## config.mk

```make
export PLATFORM = sky130hd
export DESIGN_NAME = cartridge_bank_mapper
export DESIGN_NICKNAME = d
export VERILOG_FILES = /design/src/rtl/core/cbm_pkg.sv /design/src/rtl/core/cartridge_bank_mapper.sv
export VERILOG_INCLUDE_DIRS = /design/src /design/src/rtl/core
export SDC_FILE = /design/constraint.sdc
export NUM_CORES = 1
export LEC_CHECK = 0
export ABC_CLOCK_PERIOD_IN_PS = 6000
export BUFFER_PORTS_ARGS = -buffer_cell sky130_fd_sc_hd__buf_2
export CAP_MARGIN = 5
export CORE_AREA = 4 4 123 125
export DETAILED_ROUTE_END_ITERATION = 7
export DIE_AREA = 0 0 127 129
export PLACE_DENSITY = 0.68
export RECOVER_POWER = 50
export SYNTH_ARGS = -nofsm -noshare
export SYNTH_HDL_FRONTEND = slang
export SYNTH_SLANG_ARGS = --single-unit
```

## constraint.sdc

```tcl
create_clock -name aclk -period 6 [get_ports aclk]
set_clock_uncertainty 0.05 [all_clocks]
set_input_delay 1.2 -clock aclk [delete_from_list [all_inputs] [get_ports aclk]]
set_output_delay 1.2 -clock aclk [all_outputs]
set_load 0.02 [all_outputs]
```

## src/rtl/core/assert_macros.svh

```systemverilog
// assertion macros shared by the rtl files
`ifndef ASSERT_MACROS_SVH
`define ASSERT_MACROS_SVH

// same-cycle implication, checked on aclk, off during reset
`define ASSERT_IMP(lbl, ante, cons, msg) \
    lbl: assert property (@(posedge aclk) disable iff (!aresetn) (ante) |-> (cons)) \
        else $error(msg);

// next-cycle implication, checked on aclk, off during reset
`define ASSERT_NXT(lbl, ante, cons, msg) \
    lbl: assert property (@(posedge aclk) disable iff (!aresetn) (ante) |=> (cons)) \
        else $error(msg);

`endif

```

## src/rtl/core/cbm_pkg.sv

```systemverilog
// types and constants of the cartridge bank mapper
`default_nettype none

package cbm_pkg;

    // sequencer states
    typedef enum logic [1:0] {
        ST_IDLE,
        ST_DECODE,
        ST_REDUCE,
        ST_COMMIT
    } state_t;

    // bank register operation of one access
    typedef enum logic [2:0] {
        OP_NONE,
        OP_RAM_EN,
        OP_ROM,
        OP_RAM_SEL,
        OP_MODE
    } op_t;

    // controller kinds
    localparam logic [2:0] KIND_NONE   = 3'd0;
    localparam logic [2:0] KIND_MBC1   = 3'd1;
    localparam logic [2:0] KIND_MBC2   = 3'd2;
    localparam logic [2:0] KIND_MBC3   = 3'd3;
    localparam logic [2:0] KIND_MBC5   = 3'd4;
    localparam logic [2:0] KIND_RUMBLE = 3'd5;
    localparam logic [2:0] KIND_HUC1   = 3'd6;

    // result targets
    localparam logic [2:0] TGT_REG  = 3'd0;
    localparam logic [2:0] TGT_BOOT = 3'd1;
    localparam logic [2:0] TGT_ROM  = 3'd2;
    localparam logic [2:0] TGT_CRAM = 3'd3;
    localparam logic [2:0] TGT_IRAM = 3'd4;
    localparam logic [2:0] TGT_IO   = 3'd5;

    // configuration register indexes
    localparam logic [1:0] REG_KIND     = 2'd0;
    localparam logic [1:0] REG_ROM_BANKS = 2'd1;
    localparam logic [1:0] REG_RAM_BANKS = 2'd2;
    localparam logic [1:0] REG_BOOT     = 2'd3;

    // bank register regions, address bits 14:13 below 0x8000
    localparam logic [1:0] RGN_RAM_EN = 2'd0;
    localparam logic [1:0] RGN_ROM    = 2'd1;
    localparam logic [1:0] RGN_UPPER  = 2'd2;
    localparam logic [1:0] RGN_MODE   = 2'd3;

    // fixed addresses and codes
    localparam logic [15:0] ADDR_BOOT_OFF = 16'hFF50;
    localparam logic [7:0]  BOOT_OFF_DATA = 8'h01;
    localparam logic [3:0]  RAM_EN_CODE   = 4'hA;

    // restoring reduction: one step per bit of the 9-bit bank value
    localparam int          SEL_W         = 9;
    localparam logic [3:0]  REDUCE_STEPS  = 4'd9;

endpackage

`default_nettype wire

```

## src/rtl/core/cartridge_bank_mapper.sv

```systemverilog
// cartridge bank mapper: cpu access to mapped target, bank and offset
// Usage: one cpu bus access is a word on the s_ channel (s_tuser = write flag,
// s_tdata = address and write byte); each access gives exactly one word on
// the m_ channel (m_tuser = target, m_tdata = bank, offset and flags).
// An apb-style port sets the controller kind, rom and ram bank counts and
// boot overlay presence; the user must see that it is written only while
// the block is idle, as the block itself does not enforce this.
// Sequence: a read, or a write that needs no bank reduction, passes through
// decode and commit before its word shows. A rom or ram bank select write
// runs a shared restoring reduce unit, one bit per cycle over the 9-bit bank
// value, and passes through decode, 9 steps and commit. One access at a time;
// s_tready comes back the cycle after the commit hands its word over.
// The output register holds a finished word while the receiver stalls; the
// commit step waits for that register to drain and bank state is updated
// only when the word is handed over.
// Reset (synchronous, aresetn low): configuration returns to kind none, two
// rom banks, one ram bank, no boot overlay; rom bank 1, ram bank 0, ram off,
// mode 0, and the output channel empties.
`default_nettype none

module cartridge_bank_mapper (
    input  wire logic        aclk,
    input  wire logic        aresetn,
    // configuration port
    input  wire logic        psel,
    input  wire logic        penable,
    input  wire logic        pwrite,
    input  wire logic [3:0]  paddr,
    input  wire logic [31:0] pwdata,
    output logic [31:0]      prdata,
    output logic             pready,
    // access channel
    input  wire logic        s_tvalid,
    output logic             s_tready,
    input  wire logic [23:0] s_tdata,   // address[15:0], write_data[23:16]
    input  wire logic [0:0]  s_tuser,   // func[0]
    // result channel
    output logic             m_tvalid,
    input  wire logic        m_tready,
    output logic [23:0]      m_tdata,   // bank[6:0], offset[21:7],
                                        // ram_disabled_error[22], rumble[23]
    output logic [2:0]       m_tuser    // target[2:0]
);

    // configuration registers
    logic [2:0] kind_reg;
    logic [7:0] rom_banks_reg;
    logic [4:0] ram_banks_reg;
    logic       boot_present_reg;

    // controller state
    logic [cbm_pkg::SEL_W-1:0] rom_sel_reg;
    logic [3:0] ram_sel_reg;
    logic       ram_en_reg;
    logic       mode_reg;
    logic       boot_active_reg;

    // captured access
    logic        func_reg;
    logic [15:0] addr_reg;
    logic [7:0]  data_reg;

    // shared reduce unit
    logic [cbm_pkg::SEL_W-1:0] rem_reg;
    logic [cbm_pkg::SEL_W-1:0] dvd_reg;
    logic [7:0]                mod_reg;
    logic [3:0]                cnt_reg;

    // output register
    logic        m_tvalid_reg;
    logic [23:0] m_tdata_reg;
    logic [2:0]  m_tuser_reg;

    cbm_pkg::state_t state_reg, state_next;

    logic                      cfg_wr;
    logic                      mbc5_fam;
    logic                      b8;
    logic                      reg_write;
    cbm_pkg::op_t              op;
    logic [cbm_pkg::SEL_W-1:0] raw;
    logic [7:0]                modulus;
    logic                      boot_clr;
    logic [2:0]                tgt;
    logic [6:0]                bank;
    logic [14:0]               off;
    logic                      err;
    logic                      rum;
    logic [cbm_pkg::SEL_W-1:0] trial;
    logic [cbm_pkg::SEL_W-1:0] trial_sub;
    logic                      trial_ge;
    logic [cbm_pkg::SEL_W-1:0] rom_fin;
    logic                      out_free;

    assign pready   = 1'b1;
    assign cfg_wr   = psel && penable && pwrite && pready;
    assign s_tready = (state_reg == cbm_pkg::ST_IDLE);
    assign m_tvalid = m_tvalid_reg;
    assign m_tdata  = m_tdata_reg;
    assign m_tuser  = m_tuser_reg;
    assign out_free = !m_tvalid_reg || m_tready;

    // register read-back
    always_comb begin
        prdata = 32'd0;
        unique case (paddr[3:2])
            cbm_pkg::REG_KIND:      prdata = {29'd0, kind_reg};
            cbm_pkg::REG_ROM_BANKS: prdata = {24'd0, rom_banks_reg};
            cbm_pkg::REG_RAM_BANKS: prdata = {27'd0, ram_banks_reg};
            cbm_pkg::REG_BOOT:      prdata = {31'd0, boot_present_reg};
            default:                prdata = 32'd0;
        endcase
    end

    // bank register decode of the captured access
    assign mbc5_fam  = (kind_reg == cbm_pkg::KIND_MBC5) || (kind_reg == cbm_pkg::KIND_RUMBLE);
    assign b8        = addr_reg[8];
    assign reg_write = func_reg && !addr_reg[15];
    assign boot_clr  = func_reg && (addr_reg == cbm_pkg::ADDR_BOOT_OFF)
                       && (data_reg == cbm_pkg::BOOT_OFF_DATA);

    always_comb begin
        op  = cbm_pkg::OP_NONE;
        raw = rom_sel_reg;
        if (reg_write) begin
            case (addr_reg[14:13])
                cbm_pkg::RGN_RAM_EN: begin
                    if (kind_reg != cbm_pkg::KIND_MBC2 || !b8) begin
                        op = cbm_pkg::OP_RAM_EN;
                    end
                end
                cbm_pkg::RGN_ROM: begin
                    op = cbm_pkg::OP_ROM;
                    case (kind_reg) inside
                        cbm_pkg::KIND_MBC1, cbm_pkg::KIND_HUC1: begin
                            raw = {rom_sel_reg[8:5], data_reg[4:0]};
                        end
                        cbm_pkg::KIND_MBC2: begin
                            raw = b8 ? {rom_sel_reg[8:4], data_reg[3:0]} : rom_sel_reg;
                        end
                        cbm_pkg::KIND_MBC3: begin
                            raw = {rom_sel_reg[8:7], data_reg[6:0]};
                        end
                        cbm_pkg::KIND_MBC5, cbm_pkg::KIND_RUMBLE: begin
                            raw = addr_reg[12] ? {data_reg[0], rom_sel_reg[7:0]}
                                               : {rom_sel_reg[8], data_reg};
                        end
                        default: raw = '0;
                    endcase
                end
                cbm_pkg::RGN_UPPER: begin
                    case (kind_reg) inside
                        cbm_pkg::KIND_MBC1, cbm_pkg::KIND_HUC1: begin
                            if (mode_reg) begin
                                op  = cbm_pkg::OP_RAM_SEL;
                                raw = {7'd0, data_reg[1:0]};
                            end else begin
                                op  = cbm_pkg::OP_ROM;
                                raw = {1'b0, data_reg[7:5], rom_sel_reg[4:0]};
                            end
                        end
                        cbm_pkg::KIND_MBC5: begin
                            op  = cbm_pkg::OP_RAM_SEL;
                            raw = {5'd0, data_reg[3:0]};
                        end
                        cbm_pkg::KIND_RUMBLE: begin
                            op  = cbm_pkg::OP_RAM_SEL;
                            raw = {6'd0, data_reg[2:0]};
                        end
                        default: op = cbm_pkg::OP_NONE;
                    endcase
                end
                default: op = cbm_pkg::OP_MODE;
            endcase
        end
    end

    assign modulus = (op == cbm_pkg::OP_ROM) ? rom_banks_reg : {3'd0, ram_banks_reg};

    // result fields, from state before this access
    always_comb begin
        tgt = cbm_pkg::TGT_REG;
        bank = '0;
        off  = '0;
        err  = 1'b0;
        rum  = 1'b0;
        if (addr_reg[15]) begin
            if (addr_reg[15:13] == 3'b101) begin
                tgt  = cbm_pkg::TGT_CRAM;
                bank = {3'd0, ram_sel_reg};
                off  = {2'd0, addr_reg[12:0]};
                err  = !ram_en_reg;
            end else if (addr_reg[15:8] == 8'hFF) begin
                tgt = cbm_pkg::TGT_IO;
                off = addr_reg[14:0];
            end else begin
                tgt = cbm_pkg::TGT_IRAM;
                off = addr_reg[14:0];
            end
        end else if (func_reg) begin
            rum = (kind_reg == cbm_pkg::KIND_RUMBLE)
                  && (addr_reg[14:13] == cbm_pkg::RGN_UPPER) && data_reg[3];
        end else if (boot_active_reg && (addr_reg[14:8] == 7'd0)) begin
            tgt = cbm_pkg::TGT_BOOT;
            off = addr_reg[14:0];
        end else if (!addr_reg[14]) begin
            tgt = cbm_pkg::TGT_ROM;
            off = addr_reg[14:0];
        end else begin
            tgt  = cbm_pkg::TGT_ROM;
            bank = rom_sel_reg[6:0];
            off  = {1'b0, addr_reg[13:0]};
        end
    end

    // one restoring step of the shared reduce unit
    assign trial     = {rem_reg[7:0], dvd_reg[cbm_pkg::SEL_W-1]};
    assign trial_ge  = (trial >= {1'b0, mod_reg});
    assign trial_sub = trial - {1'b0, mod_reg};

    // rom bank 0 becomes 1 except on the mbc5 family
    assign rom_fin = (!mbc5_fam && rem_reg == '0) ? 9'd1 : rem_reg;

    // sequencer next state
    always_comb begin
        state_next = state_reg;
        unique case (state_reg)
            cbm_pkg::ST_IDLE: begin
                if (s_tvalid) begin
                    state_next = cbm_pkg::ST_DECODE;
                end
            end
            cbm_pkg::ST_DECODE: begin
                if ((op == cbm_pkg::OP_ROM || op == cbm_pkg::OP_RAM_SEL) && modulus != '0) begin
                    state_next = cbm_pkg::ST_REDUCE;
                end else begin
                    state_next = cbm_pkg::ST_COMMIT;
                end
            end
            cbm_pkg::ST_REDUCE: begin
                if (cnt_reg == 4'd1) begin
                    state_next = cbm_pkg::ST_COMMIT;
                end
            end
            cbm_pkg::ST_COMMIT: begin
                if (out_free) begin
                    state_next = cbm_pkg::ST_IDLE;
                end
            end
            default: state_next = cbm_pkg::ST_IDLE;
        endcase
    end

    // state register
    always_ff @(posedge aclk) begin
        if (!aresetn) begin
            state_reg <= cbm_pkg::ST_IDLE;
        end else begin
            state_reg <= state_next;
        end
    end

    // configuration and controller state
    always_ff @(posedge aclk) begin
        if (!aresetn) begin
            kind_reg         <= cbm_pkg::KIND_NONE;
            rom_banks_reg    <= 8'd2;
            ram_banks_reg    <= 5'd1;
            boot_present_reg <= 1'b0;
            rom_sel_reg      <= 9'd1;
            ram_sel_reg      <= 4'd0;
            ram_en_reg       <= 1'b0;
            mode_reg         <= 1'b0;
            boot_active_reg  <= 1'b0;
        end else begin
            if (cfg_wr) begin
                case (paddr[3:2])
                    cbm_pkg::REG_KIND:      kind_reg      <= pwdata[2:0];
                    cbm_pkg::REG_ROM_BANKS: rom_banks_reg <= pwdata[7:0];
                    cbm_pkg::REG_RAM_BANKS: ram_banks_reg <= pwdata[4:0];
                    default: begin
                        boot_present_reg <= pwdata[0];
                        boot_active_reg  <= pwdata[0];
                    end
                endcase
            end
            // bank state changes as the word is handed over
            if (state_reg == cbm_pkg::ST_COMMIT && out_free) begin
                if (boot_clr) begin
                    boot_active_reg <= 1'b0;
                end
                case (op)
                    cbm_pkg::OP_RAM_EN:  ram_en_reg  <= (data_reg[3:0] == cbm_pkg::RAM_EN_CODE);
                    cbm_pkg::OP_ROM:     rom_sel_reg <= rom_fin;
                    cbm_pkg::OP_RAM_SEL: ram_sel_reg <= rem_reg[3:0];
                    cbm_pkg::OP_MODE: begin
                        mode_reg    <= data_reg[0];
                        ram_sel_reg <= 4'd0;
                    end
                    default: ram_sel_reg <= ram_sel_reg;
                endcase
            end
        end
    end

    // access capture and reduce unit
    always_ff @(posedge aclk) begin
        if (s_tvalid && s_tready) begin
            func_reg <= s_tuser[0];
            addr_reg <= s_tdata[15:0];
            data_reg <= s_tdata[23:16];
        end
        if (state_reg == cbm_pkg::ST_DECODE) begin
            mod_reg <= modulus;
            dvd_reg <= raw;
            cnt_reg <= cbm_pkg::REDUCE_STEPS;
            rem_reg <= (modulus == '0) ? raw : '0;
        end else if (state_reg == cbm_pkg::ST_REDUCE) begin
            rem_reg <= trial_ge ? trial_sub : trial;
            dvd_reg <= {dvd_reg[cbm_pkg::SEL_W-2:0], 1'b0};
            cnt_reg <= cnt_reg - 4'd1;
        end
    end

    // output word register
    always_ff @(posedge aclk) begin
        if (!aresetn) begin
            m_tvalid_reg <= 1'b0;
        end else if (state_reg == cbm_pkg::ST_COMMIT && out_free) begin
            m_tvalid_reg <= 1'b1;
        end else if (m_tready) begin
            m_tvalid_reg <= 1'b0;
        end
    end

    always_ff @(posedge aclk) begin
        if (state_reg == cbm_pkg::ST_COMMIT && out_free) begin
            m_tdata_reg <= {rum, err, off, bank};
            m_tuser_reg <= tgt;
        end
    end

    // checks
    `include "assert_macros.svh"

    `ASSERT_IMP(a_word_from_commit, $rose(m_tvalid_reg),
        $past(state_reg == cbm_pkg::ST_COMMIT), "output word without commit")
    `ASSERT_NXT(a_rom_sel_only_on_commit, state_reg != cbm_pkg::ST_COMMIT && !cfg_wr,
        $stable(rom_sel_reg), "rom bank changed outside commit")
    `ASSERT_IMP(a_rem_below_mod, state_reg == cbm_pkg::ST_REDUCE,
        !rem_reg[8] && (rem_reg[7:0] < mod_reg), "reduce remainder out of range")
    `ASSERT_NXT(a_reduce_ends, state_reg == cbm_pkg::ST_REDUCE && cnt_reg == 4'd1,
        state_reg == cbm_pkg::ST_COMMIT, "reduce did not end after last step")

endmodule

`default_nettype wire
```

==> impl_metrics.toml <==
[outcome]
outcome = "complete, but fails checks"
violations = "capacitance limit, slew limit"

[min_path]
holdPathStages = 2
hp-start = "ram_sel_reg[3]$_SDFFE_PN0P_"
hold_class = "flop to flop"
holdPathEnd = "ram_sel_reg[3]$_SDFFE_PN0P_"

[worst_setup_path]
cp_num_cells = 4
startpoint_type = "input pin"
r2r-start = "rem_reg[1]$_DFFE_PP_"
path_cells = "buf_2 -> nor2b_1 -> a22o_1 -> buf_2"
critical_path.max_stage_delay_ps = 410
cp-end-kind = "primary output"
crit_family = "simple AND/OR/NAND/NOR gates"
arrival_ps = 2130
r2r-end = "rem_reg[8]$_DFFE_PP_"
r2r_cells = 8
required_ps = 4750
crit_type = "input pin to primary output"
path_max_fanout = 8
reg2reg_slack_ps = 2850
critPathSlowestCell = "nor2b_1"
path_buf_inv = 2
startpoint = "paddr[2]"
crit_top_cell = "buf_2"

[grt]
grt_pass1_wl_mm = 24.6
grt_overflow = 0
antenna_found_initial = 0
grt_max_degree = 37
grt_pass1_vias = 4804
grt_util_all_layers_pct = 19.1

[synthesis]
synth_flop_cell = "edfxtp_1"
synth.most_common_cell = "edfxtp_1"
netlist.top_cell.by_area = "edfxtp_1"
synth_edf_count = 78
netlist_area_mm2 = 0.00639
ys_top_cells_by_area = "edfxtp_1, dfxtp_1, mux2i_1"
ys_seq_area_share_pct = 49.2
synth_seq_cells = 118
yosysWarnings = 0
async_flop_share_pct = 0
synth_top_area_share_pct = 36.7
syn-instance-count = 636
synthTopCellsByCount = "edfxtp_1, nand2_1, o21ai_0, dfxtp_1, inv_1"
avgSynthCellArea_um2 = 10.0
synth_cell_types = 70

[sta]
fin_ws_ps = 2620
final-setup-viol-count = 0
period_needed_ps = 3380
period_share_pct = 56.3
relSlewSlack_pct = -4.39
worstMarginPinSlew_ps = 1570
slew_viol_final = 73
final_hold_viol_count = 0
fmax_mhz = 296
finalSetupTns_ps = 0
rsz0062_at_grt = "no"

[routing]
ant_nets = 0
drc = 0
drtIter0Drc = 431
vias_per_cell = 5.51
wl_per_cell_um = 17.0
firstDrtPassIters = 7
routed_wl_mm = 15.3
num_vias = 4948

[cts]
clkTransAtPathRegs_ps = 50
clkLatencyLatePin_ps = 410
cts_buffers = 17
ctsResizeCount = 0
cts_buffer_depth = 2
cts.sinks = 118
cts_root_buf = "clkbuf_16"
cts_setup_buffers = 0
cts_tree = "yes"
cts.htree.levels = 4
hold_buffers = 0

[power]
vdd_drop_max_uv = 235
power_leakage_uw = 0.00281
power_density_mw_per_mm2 = 442

[die]
start_util_pct = 46.0
fp.dieH_um = 129
die_w_um = 127
io_pins = 130
placementRows = 43
die_area_mm2 = 0.0164
core_mm2 = 0.0139

[final_layout]
area_growth_pct = 15.9
largest_reg_flops = 24
fin_nets = 792
antennaDiodeCount = 0
drive_gt1_share_pct = 16.7

[place]
pre_cts_slack_ps = 2400
gp_congestion = 0.909
io_buffers = 78
hpwlAfterDp_mm = 11.1

[flow_run]
cap_violations = 2
[cell usage in the layout, fill, tap and decap left out, types with 4 or more instances in the layout]
master     synthesis  final
o21a_1             4      4
nor3b_1            5      5
nor3_1             7      7
ha_1              18     18
mux2i_1           25     25
nor4b_1            5      5
dfxtp_1           40     40
a21boi_0          12     12
clkbuf_16          0     17
a221oi_1           4      4
nor2b_1           28     28
inv_1             36     36
a22o_1             4      4
o22ai_1            7      7
nand2b_1          18     18
o311ai_0           4      4
a21oi_1           20     20
and2_1            23     14
o211ai_1           4      4
and3_1             5      5
edfxtp_1          78     78
nor4_1             6      6
conb_1             2     25
o2bb2ai_1          4      4
nand4_1            6      6
o21ai_0           47     47
nand2_1           57     57
clkbuf_1          25      7
nand3_1           18     18
a211oi_1           7      7
and2_0             0      9
buf_2              4     76
nor2_1            31     31
[power breakdown]
| part | internal [uW] | total [uW] | switching, uW |
|---|---|---|---|
| Clock | 681 | 1020 | 342 |
| Combinational | 373 | 974 | 601 |
| Sequential | 1140 | 1280 | 144 |
| Total | 2190 | 3280 | 1090 |
[through the flow]
step                      instance area, um2  cells  hold WS (ps)  power (uW)  utilization (%)
after floorplan                         6470    659           393        2000                -
after global placement                  6820    866           410        2240             49.1
after detailed placement                6820    866           426        2270             49.1
after CTS                               7420    898           434        3290             53.4
after global routing                    7410    898           465        3470             53.4
final                                   7410    898           431        3280             53.4
[tightest hold or removal path, stage by stage (launching register included)]
cell and delay (ps):
dfxtp_1 310, nand3_1 70, a21boi_1 60
[cell type report]
type,count,area [um2]
Tap cell,180,225
Fill cell,1234,6470
Inverter,36,135
Timing Repair Buffer,82,410
Sequential cell,118,3140
Clock buffer,23,478
Multi-Input combinational cell,450,2890
Clock inverter,9,124
[routing by layer]
metal	global-route usage (%)	up-vias	wire length, um
met3	4.44	39	1030
met5	0	-	0
li1	-	2405	-
met2	30.8	185	7130
met4	8.39	0	422
met1	24.7	2319	6710
[how the worst max path moves through the flow]
stage,end
2_1_floorplan,prdata[1]
3_3_place_gp,boot_active_reg$_SDFF_PN0_
3_5_place_dp,boot_active_reg$_SDFF_PN0_
4_1_cts,prdata[4]
5_1_grt,boot_active_reg$_SDFF_PN0_
6_report,prdata[4]
[kinds of logic (layout without fill, tap and decap cells)]
group | count (synthesis) | count (layout) | synth area share, %
DFF | 118 | 118 | 49.2
other | 2 | 25 | 0.118
and+or+nand+nor | 224 | 224 | 18.8
adders and majority gates | 19 | 19 | 3.84
AOI/OAI and AO/OA | 149 | 149 | 15.7
buffers and inverters | 91 | 150 | 6.89
xor gates and xnor gates | 4 | 4 | 0.548
muxes | 29 | 29 | 4.86
Note: power is estimated with default switching activity, not from simulation.
